===== src/rtl/nbsmb_pkg.sv =====
// ----------------------------------------------------------------------------
// NetBIOS/SMB splitter package
// Shared types, codes and the session header check.
// ----------------------------------------------------------------------------
package nbsmb_pkg;

  localparam int unsigned SEG_OFFSET_BITS = 16;
  localparam int unsigned SEG_PORT_BITS   = 16;
  localparam logic [SEG_PORT_BITS-1:0] OFF_MASK =
    (SEG_OFFSET_BITS >= SEG_PORT_BITS) ? {SEG_PORT_BITS{1'b1}}
                                       : SEG_PORT_BITS'((1 << SEG_OFFSET_BITS) - 1);

  localparam logic [31:0] SMB1_ID = 32'hFF534D42;
  localparam logic [31:0] SMB2_ID = 32'hFE534D42;

  localparam logic [31:0] FLAG_MASK = 32'h00ff0000;
  localparam logic [7:0]  FLAG_CLEAR = 8'h00;
  localparam logic [7:0]  FLAG_SET   = 8'h01;

  localparam logic [7:0] TYPE_MESSAGE    = 8'h00;
  localparam logic [7:0] TYPE_REQUEST    = 8'h81;
  localparam logic [7:0] TYPE_KEEP_ALIVE = 8'h85;

  localparam logic [31:0] HDR_BYTES = 32'd4;

  localparam logic [2:0] BS_FIRST      = 3'd0;
  localparam logic [2:0] BS_SECOND     = 3'd1;
  localparam logic [2:0] BS_THIRD      = 3'd2;
  localparam logic [2:0] BS_HDR_LAST   = 3'd3;
  localparam logic [2:0] BS_JUNK_ENTRY = 3'd4;
  localparam logic [2:0] BS_JUNK_1     = 3'd5;
  localparam logic [2:0] BS_JUNK_2     = 3'd6;
  localparam logic [2:0] BS_JUNK_LAST  = 3'd7;

  typedef enum logic [1:0] {
    STATUS_SEARCH = 2'd0,
    STATUS_FLUSH  = 2'd1,
    STATUS_ABORT  = 2'd2
  } status_e;

  typedef struct packed {
    logic [7:0]               data_byte;
    logic [SEG_PORT_BITS-1:0] seg_offset;
    logic [31:0]              ahead_word;
    logic                     ahead_valid;
    logic                     abort_req;
  } in_item_t;

  typedef struct packed {
    logic [1:0]  status;
    logic [31:0] flush_point;
  } out_item_t;

  typedef struct packed {
    logic [2:0]  byte_state;
    logic [63:0] header_shift;
  } frame_state_t;

  typedef struct packed {
    logic        ok;
    logic [24:0] msg_len;
  } hdr_chk_t;

  function automatic hdr_chk_t check_hdr(input logic [31:0] hdr, input logic junk,
                                         input logic [31:0] smb_id);
    hdr_chk_t   res;
    logic [7:0] typ;
    logic [7:0] flag;
    logic       type_ok;
    typ  = hdr[31:24];
    flag = 8'((hdr & FLAG_MASK) >> 16);
    if (junk) begin
      type_ok = (typ == TYPE_MESSAGE);
    end else begin
      type_ok = (typ == TYPE_MESSAGE) || ((typ >= TYPE_REQUEST) && (typ <= TYPE_KEEP_ALIVE));
    end
    res.ok = type_ok &&
             !((smb_id == SMB1_ID) && (flag != FLAG_CLEAR) && (flag != FLAG_SET));
    if (smb_id == SMB2_ID) begin
      res.msg_len = {1'b0, hdr[23:0]};
    end else begin
      res.msg_len = {8'b0, flag[0], hdr[15:0]};
    end
    return res;
  endfunction

endpackage


===== src/rtl/nbsmb_step.sv =====
// ----------------------------------------------------------------------------
// Splitter step logic
// Next framing state and result for one word, combinational.
// ----------------------------------------------------------------------------
module nbsmb_step
  import nbsmb_pkg::*;
(
  input  in_item_t     item_i,
  input  frame_state_t state_i,
  output frame_state_t state_o,
  output out_item_t    result_o
);

  logic [63:0] shifted;
  logic [31:0] offset;
  logic [31:0] ahead_id;
  hdr_chk_t    chk_hdr;
  hdr_chk_t    chk_junk;
  logic        junk_id_ok;

  assign shifted    = {state_i.header_shift[55:0], item_i.data_byte};
  assign offset     = {{(32 - SEG_PORT_BITS){1'b0}}, item_i.seg_offset & OFF_MASK};
  assign ahead_id   = item_i.ahead_valid ? item_i.ahead_word : 32'd0;
  assign chk_hdr    = check_hdr(shifted[31:0], 1'b0, ahead_id);
  assign chk_junk   = check_hdr(shifted[63:32], 1'b1, shifted[31:0]);
  assign junk_id_ok = (shifted[31:0] == SMB1_ID) || (shifted[31:0] == SMB2_ID);

  always_comb begin
    state_o              = state_i;
    result_o.status      = STATUS_SEARCH;
    result_o.flush_point = 32'd0;
    if (item_i.abort_req) begin
      result_o.status = STATUS_ABORT;
    end else begin
      unique case (state_i.byte_state)
        BS_FIRST: begin
          state_o.header_shift = {56'b0, item_i.data_byte};
          state_o.byte_state   = BS_SECOND;
        end
        BS_HDR_LAST: begin
          state_o.header_shift = shifted;
          if (chk_hdr.ok) begin
            result_o.status      = STATUS_FLUSH;
            result_o.flush_point = {7'b0, chk_hdr.msg_len} + HDR_BYTES + offset
                                   - {29'b0, BS_HDR_LAST};
            state_o.byte_state   = BS_FIRST;
          end else begin
            state_o.byte_state   = BS_JUNK_ENTRY;
          end
        end
        BS_JUNK_LAST: begin
          state_o.header_shift = shifted;
          if (chk_junk.ok && junk_id_ok) begin
            result_o.status      = STATUS_FLUSH;
            result_o.flush_point = {7'b0, chk_junk.msg_len} + HDR_BYTES + offset
                                   - {29'b0, BS_JUNK_LAST};
            state_o.byte_state   = BS_FIRST;
          end
        end
        BS_SECOND, BS_THIRD, BS_JUNK_ENTRY, BS_JUNK_1, BS_JUNK_2: begin
          state_o.header_shift = shifted;
          state_o.byte_state   = state_i.byte_state + 3'd1;
        end
        default: begin
          state_o = state_i;
        end
      endcase
    end
  end

endmodule


===== config.mk =====
export PLATFORM = sky130hd
export DESIGN_NAME = nbsmb_step
export DESIGN_NICKNAME = d
export VERILOG_FILES = /design/src/rtl/nbsmb_pkg.sv /design/src/rtl/nbsmb_step.sv
export SDC_FILE = /design/constraint.sdc
export NUM_CORES = 1
export LEC_CHECK = 0
export BUFFER_PORTS_ARGS = -buffer_cell sky130_fd_sc_hd__buf_2
export CAP_MARGIN = 20
export CELL_PAD_IN_SITES_DETAIL_PLACEMENT = 0
export CELL_PAD_IN_SITES_GLOBAL_PLACEMENT = 1
export CORE_MARGIN = 2
export CORE_UTILIZATION = 33
export DETAILED_ROUTE_END_ITERATION = 10
export GPL_TIMING_DRIVEN = 0
export PLACE_DENSITY_LB_ADDON = 0.25
export SYNTH_ARGS = -nofsm -noshare
export SYNTH_HDL_FRONTEND = slang
export SYNTH_SLANG_ARGS = --single-unit

===== constraint.sdc =====
create_clock -name vclk -period 6.1
set_input_delay 0.61 -clock vclk [all_inputs]
set_output_delay 0.61 -clock vclk [all_outputs]
set_load 0.01 [all_outputs]

=== Word level (Yosys, flattened, before mapping) ===
Cells that the tools add are included.

* Eq/ne operators: 13
* $add $sub $neg: 7
* Reduce and logical (&&, ||, !) cells: 18
* Magnitude comparators: 2
* Mux-type cells: 12

{| class="wikitable"
|+ Operators with widths
! cell !! number
|-
| one-hot mux 67 bit (4 select lines) || 1
|-
| == test 32 bit, second input constant || 4
|-
| one-hot mux 34 bit (2 select lines) || 1
|-
| 2-to-1 mux 67 bit || 1
|-
| 2-to-1 mux 33 bit || 2
|-
| 2-to-1 mux 32 bit || 2
|-
| adder 25 x 16 -> 26 bit || 2
|-
| adder 24 x 3 -> 25 bit, second input constant || 2
|-
| 2-to-1 mux 24 bit || 2
|-
| subtractor 26 x 2 -> 27 bit, second input constant || 1
|-
| subtractor 26 x 3 -> 27 bit, second input constant || 1
|-
| zero test 8 bit || 2
|-
| != test 8 x 1 -> 1 bit, second input constant || 2
|-
| nonzero test 8 bit || 2
|-
| == test 3 bit, second input constant || 4
|-
| greater-or-equal comparator 8 bit, second input constant || 1
|-
| <= comparator 8 bit, second input constant || 1
|-
| logical AND 1 bit || 8
|-
| == test 3 x 2 -> 1 bit, second input constant || 2
|-
| 2-to-1 mux 3 bit || 2
|-
| OR reduction 5 bit || 1
|-
| adder 3 x 1 -> 3 bit, second input constant || 1
|-
| == test 3 x 1 -> 1 bit, second input constant || 1
|-
| zero test 3 bit || 1
|-
| other kinds (3) || 5
|}

* Output and inout bits: 101
* Bits in registers: 0

=== Depth between registers and ports, before layout ===
Gate-level depths: netlist of run 1.

* Depth in word-level cells: 9
* Mapped depth: 14

=== Worst setup path before layout of run 1 ===
OpenSTA, ideal clock, no wires.

* Kind: in2out
* Start point: input port state_i[10] in the netlist's numbering
* End point: output port result_o[27] in the netlist's numbering
* Path slack: 1.788 ns
* Arrival: 3.702 ns
* Stages on the path: 13
* Cell sequence: or4_4 > nor4_4 > nand4_4 > nor2_4 > nand2_1 > ha_1 > a21o_1 > a21o_1 > a21o_1 > a221o_1 > a211oi_2 > and3b_2 > buf_4

{| class="wikitable"
|+ RTL lines
! what !! line !! text
|-
| start: declaration || nbsmb_step.sv:9 || <nowiki>input frame_state_t state_i,</nowiki>
|-
| end: declaration || nbsmb_step.sv:11 || <nowiki>output out_item_t result_o</nowiki>
|}

==> flow_summary.ini, run 1 <==
[outcome]
status = finished, final reports clean

[floorplan]
rows = 39
die_area_sq_mm = 0.0126
die_w_um = 112
die_h_um = 112
pin_count = 226
fp.coreArea_sq_mm = 0.0114
initial_core_util_pct = 33.7

[setup_path]
crit_cells = 15
arrival_ns = 4.38
crit_chain = buf_2 > or4_4 > nor4_4 > nand4_4 > nor2_4 > nand2_1 > ha_1 > nor3b_1 > a2111oi_0 > a2bb2oi_1 > o41a_1 > a21oi_1 > xor2_1 > o22ai_1 > buf_2
path_buf_inv = 2
crit_start = state_i[10]
max_stage_delay_ns = 0.57
end_kind = primary output
cp_common_cell = buf_2
path_delay_family = simple AND/OR/NAND/NOR gates
endpoint = result_o[23]
path_class = primary input to primary output
cp_slowest_cell = or4_4
start_kind = primary input
required_ns = 5.49
cp_max_fo = 7

[power_and_ir_drop]
power_switching_mw = 0.267
pwr-share-clk_pct = 0
vdd_drop_max_mv = 0.0395
switching_share_pct = 57.7
leakage_nw = 2.87
p_per_area_mw_per_mm2 = 89.8
combinationalPowerShare_pct = 100.0
internal-power_mw = 0.196
finalPower_mw = 0.462
pwr-share-seq_pct = 0

[sta]
setup_viol = 0
relSlewSlack_pct = 61.8
rsz0062_at_grt = no
slew_violations = 0
finalHoldViolCount = 0
hold_slack_ns = 1.41
post-route-period-util_pct = 81.8
setup_tns_ns = 0
timing.final.crit_period_ns = 4.99
timing.fmax_mhz = 200
worst_pin_slew_ns = 0.559

[cts]
ctsResizeCount = 0
hold_buffers = 0
postCtsSetupRepairBufs = 0

[cells_and_area]
diodes = 0
clock_buffers = 0
drive_above_1_share_pct = 32.9
filler_cell_count = 1284
design.seq.count = 0
layout.nets = 965
postLayoutCellArea_sq_mm = 0.00515
seqCellArea_sq_um = 0
final_cells = 916
multi_input_area_sq_mm = 0.00341
area_growth_pct = 33.6

[global_route]
grt_start_max_net_pins = 11
antenna_found_initial = 0
grt_pass1_wl_um = 26800
grtUsageTotal_pct = 26.7
overflow = 0
grt_pass1_vias = 4832

[routing]
drt-initial-drc-count = 442
drc = 0
post_drt_wl_per_cell_um = 19.7
antenna_left = 0
firstDrtPassIters = 5
vias = 5110
routed_via_density = 5.58
wirelength_um = 18100

[synth]
yosysWarningCount = 0
yosysTopAreaCell = ha_1
ys_top_cells_by_count = 79 x inv_1, 63 x ha_1, 55 x a22o_1, 42 x nand2_1, 38 x a21oi_1
synth_fp_nets = 740
yosysMostFrequentCell = inv_1
synth_cells = 550
syn_avg_cell_area_sq_um = 7.00
synth.top_cell.area_share_pct = 20.5
syn_area_sq_mm = 0.00385
synthDistinctLibCells = 70
synthTopCellsByArea = ha_1 20%, a22o_1 13%, inv_1 7.7%, xor2_1 5.5%, a21oi_1 4.9%
ys_seq_area_share_pct = 0

[placement]
placed_cell_area_sq_mm = 0.00515
gp_congestion = 0.933
place_hpwl_um = 15500
portBuffers = 223
dp_cells = 916

[hold_path]
hold_class = primary input to primary output

[flow_run]
maxCapViolCount = 0
## how the worst min path moves through the flow
stage | from | end | slack, ns | cells after the start
floorplan | item_i[0] | result_o[33] | 1.31 | 1
global placement | item_i[0] | result_o[33] | 1.41 | 2
detailed placement | item_i[0] | result_o[33] | 1.41 | 2
CTS | item_i[0] | result_o[33] | 1.41 | 2
global route | item_i[0] | result_o[33] | 1.42 | 2
finish | item_i[0] | result_o[33] | 1.41 | 2
## routing by layer
| layer | routed length [um] | up-vias | global-route usage [%] |
|---|---|---|---|
| li1 | - | 2461 | - |
| met1 | 8260 | 2390 | 39.7 |
| met2 | 8020 | 233 | 42.8 |
| met3 | 1320 | 26 | 1.78 |
| met4 | 448 | 0 | 4.96 |
| met5 | 0 | - | 0 |
## layout by cell type, fill, tap and decap left out, drive strengths merged, types with 3 or more instances in the layout
master / synthesis / layout
a211oi: 6 / 6
a21o: 12 / 12
a21oi: 38 / 38
a22o: 57 / 57
a22oi: 8 / 8
a31oi: 3 / 3
a32oi: 3 / 3
and2: 3 / 3
and3: 4 / 4
buf: 12 / 235
clkbuf: 14 / 14
ha: 63 / 63
inv: 79 / 79
mux2: 6 / 6
nand2: 44 / 44
nand2b: 5 / 5
nand3: 10 / 10
nand4: 6 / 6
nor2: 34 / 34
nor3: 7 / 7
nor3b: 3 / 3
nor4: 7 / 7
o21a: 6 / 6
o21ai: 23 / 23
o21bai: 3 / 3
o22ai: 11 / 11
or3: 5 / 5
xnor2: 17 / 17
xor2: 24 / 24
## cell type report
class,instances,area share [%]
multi-input cells,445,66.3
repair buffers,223,21.7
inverters,79,5.76
well taps,143,3.48
plain buffers,26,2.80
## kinds of logic (layout without fill, tap and decap cells)
logic type,count (synthesis),in the layout,synth area share [%]
compound gates,188,188,35.0
simple gates,145,145,21.0
buf+inv,105,328,11.4
fa+ha+maj,65,65,21.5
xor+xnor,41,41,9.32
mux,6,6,1.75
## power by group through the flow
stage / registers, mW / logic, mW / clock network (mW)
global route: 0 / 0.505 / 0
detailed placement: 0 / 0.453 / 0
finish: 0 / 0.462 / 0
floorplan: 0 / 0.282 / 0
global placement: 0 / 0.451 / 0
CTS: 0 / 0.457 / 0
## per-stage QoR
stage	worst slack (ns)	util [%]
after floorplan	1.79	-
after global placement	1.21	45.1
after detailed placement	1.18	45.1
after global routing	0.943	45.1
final	1.11	45.1
after CTS	1.16	45.1
Note: power is estimated with default switching activity, not from simulation.
==> inputs of run 2 (changes only) <==
CORE_UTILIZATION = 28   (was 33)
clock period = 4.5 ns   (was 6.1 ns; I/O delays follow)
==> run 2 against run 1 <==
Global-route usage is 3.3 points lower. Hold slack worse by 0.32 ns. Non-clock buffer count is 2 higher. Die area is 17% higher. Cell area is 2.1% higher. Count of clock-buffer cells in the layout stayed put. Worst setup slack worse by 0.97 ns.
==> flow_summary.ini, run 2 (synthesis gave the netlist of run 1 again) <==
[outcome]
status = finished, final reports clean

[cells_and_area]
diodes = 0
filler_cell_count = 1493
final_cells = 951
design.seq.count = 0
clock_buffers = 0
final_util_pct = 39.4
layout.nets = 967
area_growth_pct = 36.4
multi_input_area_sq_mm = 0.00346
postLayoutCellArea_sq_mm = 0.00526
most-common-layout-cells = 224 x buf_2, 79 x inv_1, 60 x ha_1, 55 x a22o_1, 41 x nand2_1
drive_above_1_share_pct = 33.8
final_common_cell = buf_2
seqCellArea_sq_um = 0

[floorplan]
die_w_um = 121
rows = 42
fp.coreArea_sq_mm = 0.0133
pin_count = 226
die_h_um = 121
initial_core_util_pct = 28.9
die_area_sq_mm = 0.0147

[global_route]
antenna_found_initial = 0
grt_pass1_wl_um = 27000
grt_start_max_net_pins = 11
grt_pass1_vias = 4970
overflow = 0
grtUsageTotal_pct = 23.4

[placement]
gp_congestion = 0.909
dp_cells = 949
pre_cts_ws_ns = -0.140
placed_cell_area_sq_mm = 0.00519
place_hpwl_um = 15900
portBuffers = 223

[sta]
worst_pin_slew_ns = 0.647
finalHoldViolCount = 0
setup_viol = 0
fin_ws_ns = 0.146
timing.fmax_mhz = 230
timing.final.crit_period_ns = 4.35
post-route-period-util_pct = 96.7
slew_violations = 0
rsz0062_at_grt = no
relSlewSlack_pct = 56.3
hold_slack_ns = 1.09

[power_and_ir_drop]
vdd_drop_max_mv = 0.0530
leakage_nw = 2.89
p_per_area_mw_per_mm2 = 119

[routing]
firstDrtPassIters = 5
wirelength_um = 18400
antenna_left = 0
routed_via_density = 5.37
post_drt_wl_per_cell_um = 19.4
drc = 0
vias = 5110
drt-initial-drc-count = 410

[setup_path]
start_kind = primary input
end_kind = primary output
required_ns = 4.05
cp_common_cell = a21o_1
cp_slowest_cell = or4_4
arrival_ns = 3.90
max_stage_delay_ns = 0.57
path_class = primary input to primary output
crit_chain = buf_2 > or4_4 > nor4_4 > nand4_4 > nor2_4 > nand2_1 > ha_4 > a21o_1 > a21o_1 > a21o_1 > a221o_1 > a211oi_2 > and3b_2 > buf_4 > buf_2
cp_max_fo = 7

[flow_run]
maxCapViolCount = 0

[cts]
hold_buffers = 0

[hold_path]
hold_class = primary input to primary output
## run 2: cell count changes in the layout (fill, tap and decap cells not counted)
| cell | before | now |
|---|---|---|
| ha_1 | 63 | 60 |
| ha_4 | 0 | 3 |
| buf_4 | 6 | 8 |
| a2111oi_0 | 1 | 0 |
| a2111oi_2 | 0 | 1 |
| nand2_1 | 42 | 41 |
| nand2_2 | 1 | 2 |
| nor3_1 | 6 | 5 |
| nor3_2 | 0 | 1 |
## run 2: critical path, delay by kind of cell
family,cells,cell delay [ns]
AND/OR/NAND/NOR,6,1.55
AO/OA/AOI/OAI,5,1.23
buffers and inverters,3,0.39
adder cells (fa/ha/maj),1,0.28
## run 2: final timing paths
check,cells after the start,endpoint,from,slack [ns]
setup / recovery,15,result_o[31],state_i[10],0.15
hold / removal,2,result_o[33],item_i[0],1.09
## run 2: where the power goes
part           switching, mW  internal [mW]  leakage, nW
Clock                      0              0            0
Combinational          0.361          0.266         2.89
Sequential                 0              0            0
## run 2: stage by stage
step | power, mW | TNS [ns]
floorplan | 0.382 | 0
global placement | 0.613 | -0.678
detailed placement | 0.614 | -0.868
CTS | 0.620 | 0
global route | 0.689 | 0
finish | 0.628 | 0
## run 2: area by class of cell
type | instances | area share [%]
Inverter | 79 | 5.64
Buffer | 26 | 2.74
Tap cell | 176 | 4.19
Multi-Input combinational cell | 445 | 65.9
Timing Repair Buffer | 225 | 21.5
## run 2: layer usage
metal	global-route usage [%]	part of all wire (%)	wire length [um]	vias up
met5	0	0	0	-
li1	-	-	-	2467
met2	39.4	46	8380	226
met1	32.1	46	8380	2390
met4	4.09	1.7	316	0
met3	3.15	7.2	1330	27
## run 2: repair_timing
| action | CTS | global route |
|---|---|---|
| gates resized for setup | 2 | 6 |
| cloned | 0 | 0 |
| pin swaps | 2 | 5 |
| buffers inserted | 1 | 1 |
| setup endpoints to repair | 10 | 10 |
==> inputs of run 3 (changes only) <==
PLACE_DENSITY = 0.9   (was not set)
PLACE_DENSITY_LB_ADDON = not set   (was 0.25)
==> run 3 against run 2 <==
Utilization down 0.38 points. Combinational power down 2%. Maximum frequency up 0.43%. Via count down 2.4%. Total power down 2.4%.
==> flow_summary.ini, run 3 (synthesis gave the netlist of run 1 again) <==
[outcome]
status = finished, final reports clean

[setup_path]
cp_max_fo = 7
start_kind = primary input
end_kind = primary output
arrival_ns = 3.89
path_class = primary input to primary output
required_ns = 4.05

[cells_and_area]
drive_above_1_share_pct = 33.2
layout.nets = 966
clock_buffers = 0
filler_cell_count = 1513
postLayoutCellArea_sq_mm = 0.00520
area_growth_pct = 35.1
most-common-layout-cells = 224 x buf_2, 79 x inv_1, 62 x ha_1, 55 x a22o_1, 42 x nand2_1
design.seq.count = 0
final_cells = 950
diodes = 0
final_common_cell = buf_2
seqCellArea_sq_um = 0

[sta]
worst_pin_slew_ns = 0.616
setup_tns_ns = 0
slew_violations = 0
timing.fmax_mhz = 231
finalHoldViolCount = 0
post-route-period-util_pct = 96.3
timing.final.crit_period_ns = 4.34
rsz0062_at_grt = no
relSlewSlack_pct = 58.6
setup_viol = 0

[global_route]
overflow = 0
grt_pass1_wl_um = 25500
grt_pass1_vias = 4637
grtUsageTotal_pct = 22.0
grt_start_max_net_pins = 11
antenna_found_initial = 0

[flow_run]
maxCapViolCount = 0

[floorplan]
die_area_sq_mm = 0.0147
die_h_um = 121
die_w_um = 121
rows = 42
fp.coreArea_sq_mm = 0.0133
initial_core_util_pct = 28.9
pin_count = 226

[placement]
placed_cell_area_sq_mm = 0.00519
dp_cells = 949
place_hpwl_um = 15100
gp_congestion = 0.925
portBuffers = 223

[hold_path]
hold_class = primary input to primary output
hold_start = item_i[0]
hold_depth = 2
whs_endpoint = result_o[33]

[power_and_ir_drop]
p_per_area_mw_per_mm2 = 118
vdd_drop_max_mv = 0.0552
leakage_nw = 2.88

[routing]
routed_via_density = 5.25
drt-initial-drc-count = 337
wirelength_um = 17300
antenna_left = 0
firstDrtPassIters = 5
post_drt_wl_per_cell_um = 18.2
drc = 0
vias = 4987
==> run 3: worst max-delay path by stage <==
| stage | start | end | slack, ns | cells past startpoint |
|---|---|---|---|---|
| after floorplan | state_i[10] | result_o[27] | 0.51 | 13 |
| after global placement | state_i[10] | result_o[23] | -0.08 | 15 |
| after detailed placement | state_i[10] | result_o[31] | -0.04 | 15 |
| after CTS | state_i[10] | result_o[31] | 0.006 | 15 |
| after global routing | state_i[10] | result_o[31] | 0.009 | 15 |
| final | state_i[10] | result_o[31] | 0.16 | 15 |
==> run 3: where the power goes <==
part           leakage, nW  switching [mW]  internal (mW)
Clock                    0               0              0
Sequential               0               0              0
Combinational         2.88           0.348          0.264
==> run 3: what timing repair did <==
action	4_1_cts	5_1_grt
hold buffers	0	0
setup endpoints to repair	6	11
pin swaps	2	2
setup buffers	1	0
resized for setup	0	3
cloned	0	0
==> run 3: area by class of cell <==
type | instances | area [sq um] | area share, %
timing repair buffer | 224 | 1120 | 21.6
buffer | 26 | 144 | 2.76
tap | 176 | 220 | 4.23
inverter | 79 | 297 | 5.70
multi-input combinational | 445 | 3420 | 65.7
==> run 3: per-layer routing <==
layer | part of all wire, % | vias to the layer above | global-route usage [%]
met5 | 0 | - | 0
met4 | 1.1 | 0 | 2.08
met3 | 6.1 | 11 | 1.32
met2 | 47 | 195 | 36.8
met1 | 46 | 2321 | 32.0
li1 | - | 2460 | -
==> run 3: per-stage QoR <==
| stage | worst slack (ns) | power (mW) | utilization [%] | hold WS, ns |
|---|---|---|---|---|
| 2_1_floorplan | 0.508 | 0.382 | - | 0.992 |
| 3_3_place_gp | -0.0766 | 0.601 | 38.9 | 1.09 |
| 3_5_place_dp | -0.0440 | 0.602 | 38.9 | 1.09 |
| 4_1_cts | 0.00581 | 0.607 | 38.9 | 1.09 |
| 5_1_grt | 0.00924 | 0.671 | 39.0 | 1.09 |
| 6_report | 0.165 | 0.613 | 39.0 | 1.09 |
==> run 3: critical path, stage by stage <==
cell      delay, ns
buf_2          0.15
or4_4          0.57
nor4_4         0.21
nand4_4        0.19
nor2_4         0.15
nand2_1        0.10
ha_2           0.33
a21o_1         0.21
a21o_1         0.17
a21o_1         0.18
a221o_1        0.39
a211oi_2       0.23
and3b_2        0.30
buf_4          0.13
buf_2          0.11
